<file path="config.mk">
export PLATFORM = sky130hd
export DESIGN_NAME = csb_lane
export DESIGN_NICKNAME = d
export VERILOG_FILES = /design/src/csb_pkg.sv /design/src/csb_lane.sv
export SDC_FILE = /design/constraint.sdc
export NUM_CORES = 1
export LEC_CHECK = 0
export BUFFER_PORTS_ARGS = -buffer_cell sky130_fd_sc_hd__buf_2
export CAP_MARGIN = 20
export CELL_PAD_IN_SITES_DETAIL_PLACEMENT = 1
export CELL_PAD_IN_SITES_GLOBAL_PLACEMENT = 1
export CORE_AREA = 2 2 58 60
export DETAILED_ROUTE_END_ITERATION = 8
export DIE_AREA = 0 0 60 62
export PLACE_DENSITY_LB_ADDON = 0.1
export SYNTH_ARGS = -nofsm -noshare
export SYNTH_HDL_FRONTEND = slang
export SYNTH_SLANG_ARGS = --single-unit
</file>
<file path="constraint.sdc">
create_clock -name vclk -period 5
set_input_delay 1 -clock vclk [all_inputs]
set_output_delay 1 -clock vclk [all_outputs]
set_load 0.01 [all_outputs]
</file>
<file path="src/csb_pkg.sv">
// Shared types and constants for the cross stencil blur stream core.
// Used by every module of the block; depends on nothing else.
package csb_pkg;

    localparam int MAX_LINE_DEF  = 2048;
    localparam int CFG_W         = 12;
    localparam int STRIDE_RESET  = 640;
    localparam int PIX_W         = 32;
    localparam int CH_W          = 8;
    localparam int LANES         = PIX_W / CH_W;
    localparam int SUM_W         = CH_W + 3;

    typedef struct packed {
        logic [PIX_W-1:0] pixel_in;
        logic             frame_start;
    } in_item_t;

    typedef struct packed {
        logic [PIX_W-1:0] pixel_out;
        logic             first_of_frame;
    } out_item_t;

    // The five stencil taps of one pixel, already masked at frame edges.
    typedef struct packed {
        logic [PIX_W-1:0] up;
        logic [PIX_W-1:0] down;
        logic [PIX_W-1:0] left;
        logic [PIX_W-1:0] right;
        logic [PIX_W-1:0] centre;
    } window_t;

    typedef struct packed {
        logic emit;
        logic first;
    } ctrl_t;

endpackage

</file>
<file path="src/csb_lane.sv">
// One byte channel of the five-point cross blur.
// Depends on csb_pkg for channel and sum widths.
module csb_lane
(
    input  logic [csb_pkg::CH_W-1:0] up,
    input  logic [csb_pkg::CH_W-1:0] down,
    input  logic [csb_pkg::CH_W-1:0] left,
    input  logic [csb_pkg::CH_W-1:0] right,
    input  logic [csb_pkg::CH_W-1:0] centre,
    output logic [csb_pkg::CH_W-1:0] result
);

    logic [csb_pkg::SUM_W-1:0] sum;

    // The largest sum is 2040, so the shifted result always fits a byte.
    assign sum = csb_pkg::SUM_W'(up) + csb_pkg::SUM_W'(down) + csb_pkg::SUM_W'(left)
               + csb_pkg::SUM_W'(right) + {1'b0, centre, 2'b00};

    assign result = sum[csb_pkg::SUM_W-1:3];

endmodule

</file>
==> flow_summary.json <==
{
  "status": "finished clean",
  "p_leak_uw": 0.000917,
  "p_seq_frac": 0,
  "drive_above_1_share": 0.461,
  "grt_max_degree": 7,
  "nets": 265,
  "drc": 0,
  "first_global_vias": 1071,
  "hold_class": "input port to output port",
  "syn_area_sq_mm": 0.00103,
  "viasPerCell": 4.25,
  "area_growth_pct": 53.4,
  "core_area_sq_mm": 0.00318,
  "drt_iter0_drc": 10,
  "slowest_stage": "fa_1",
  "switching_power_uw": 333,
  "drv_cap": 0,
  "wl_mm": 2.57,
  "syn_nets": 202,
  "ys_types": 24,
  "cp.required_ns": 4.00,
  "num-clock-buffers": 0,
  "hold_viol_final": 0,
  "register_area_sq_um": 0,
  "timing.final.crit_share": 0.992,
  "syn_inst": 130,
  "io_pins": 48,
  "seq_area_frac_synth": 0,
  "worstPathCellList": "buf_2 -> inv_2 -> fa_1 -> inv_1 -> fa_1 -> inv_2 -> fa_1 -> inv_2 -> ha_4 -> nor2_1 -> or3_4 -> a31oi_4 -> xor2_1 -> buf_2",
  "grt-ovfl-total": 0,
  "maxSlewHeadroom": 0.785,
  "initial_core_util": 0.323,
  "worst_pin_slew_ns": 0.321,
  "dp_hpwl_mm": 2.17,
  "critical_path.max_stage_delay_ns": 0.52,
  "drt-pass1-iter-count": 4,
  "finalWeightedCongestion": 0.692,
  "crit_arrival_ns": 3.96,
  "port_buffers": 48,
  "cp-end-kind": "output port",
  "setup.worst_path.class": "input port to output port",
  "switching_share": 0.492,
  "rsz0062_at_grt": "true",
  "seq_cells": 0,
  "drv_slew": 0,
  "drtAntennaViolNets": 0,
  "period_needed_ns": 4.96,
  "start_kind": "input port",
  "vdd_drop_max_mv": 0.186,
  "via_count": 1008,
  "critical_path.max_fanout": 6,
  "avgSynthCellArea_sq_um": 7.91,
  "ys_warn_count": 0,
  "antenna_found_initial": 0,
  "timing.fmax_ghz": 0.202,
  "final_util": 0.496,
  "p_int_uw": 344,
  "fp-row-count": 21,
  "routedWlPerCell_um": 10.8,
  "die_h_um": 62,
  "powerDensity_mw_per_mm2": 429,
  "grt_usage": 0.139,
  "grt_pass1_wl_mm": 4.08,
  "comb_power_share": 1.000,
  "p_clk_frac": 0,
  "die-area_sq_mm": 0.00372,
  "setup_viol": 0,
  "die_width_um": 60,
  "diodes": 0,
  "timing.hold.ws_ns": 2.41
}
## critical path, delay by kind of cell
family                     cells  cell delay, ns
adders and majority gates      4            1.81
and+or+nand+nor                2            0.45
buffers and inverters          6            0.39
xor gates and xnor gates       1            0.15
AOI/OAI and AO/OA              1            0.14
## metrics by stage
step	power [uW]	setup slack (ns)	cells	setup TNS (ns)	area [sq um]
after floorplan	322	0.137	130	0	1030
after global placement	490	-0.0997	231	-0.156	1380
after detailed placement	506	-0.134	231	-0.294	1380
after CTS	570	-0.0204	235	-0.0494	1470
after global routing	755	-0.103	237	-0.287	1580
final	677	0.0392	237	0	1580
## cell usage in the layout, fill, tap and decap left out, types with 2 or more instances in the layout
cell type	instances
inv_1	51
buf_2	46
fa_1	21
inv_2	12
buf_4	10
ha_1	5
ha_4	5
buf_6	5
nand2_1	3
nor2_1	3
o21ai_1	2
xor2_1	2
nand3_1	2
nand4b_1	2
nor3_1	2
xnor2_1	2
## Yosys cell counts
cell type	count	area share
ha_1	10	0.12
nor3_1	2	0.0097
nor4_1	1	0.0061
nand4b_1	2	0.017
a21o_1	1	0.0073
nand4bb_1	1	0.011
or3_1	2	0.012
o21ai_0	1	0.0049
nand2_1	3	0.011
a21oi_1	3	0.015
o211ai_1	1	0.0073
inv_1	62	0.23
nand3_1	3	0.015
nor2_1	3	0.011
xnor2_1	3	0.026
o2111ai_1	1	0.0085
a31oi_1	1	0.0061
a21o_2	1	0.0085
xor2_1	2	0.017
fa_1	22	0.43
inv_2	1	0.0036
o21ai_1	1	0.0049
a211oi_1	2	0.015
a221oi_1	1	0.0085
## cell type report
class                      count  area, sq um
timing repair buffer          61          362
inverter                      63          236
multi-input combinational     67          922
fill                         396         1600
tap                           46         57.6
## power groups by stage
stage	logic, uW	clock network, uW	registers [uW]
floorplan	322	0	0
global placement	490	0	0
detailed placement	506	0	0
CTS	570	0	0
global route	755	0	0
finish	677	0	0
## routing by layer
layer	vias to the layer above	part of all wire	track usage
li1	496	-	-
met1	489	0.34	0.140
met2	23	0.63	0.323
met3	0	0.027	0
met4	0	0	0
met5	-	0	0
## path summary, 6_finish.rpt
| check | start | end | slack, ns | cells after the start |
|---|---|---|---|---|
| max | up[5] | result[7] | 0.04 | 14 |
| min | centre[7] | result[7] | 2.41 | 4 |
## timing repair
action                     CTS  global route
gates resized for setup     10            25
hold buffers                 0             0
setup endpoints to repair    4             5
buffers inserted             4             2
pin swaps                   14            24
## cell families (layout without fill, tap and decap cells)
kind of cell | after synthesis | count (layout) | share of synthesized area
xor+xnor | 5 | 5 | 0.0426
buf+inv | 63 | 124 | 0.230
simple gates | 17 | 17 | 0.0925
fa+ha+maj | 32 | 32 | 0.550
compound gates | 13 | 13 | 0.0852
(Power assumes the default switching activity.)
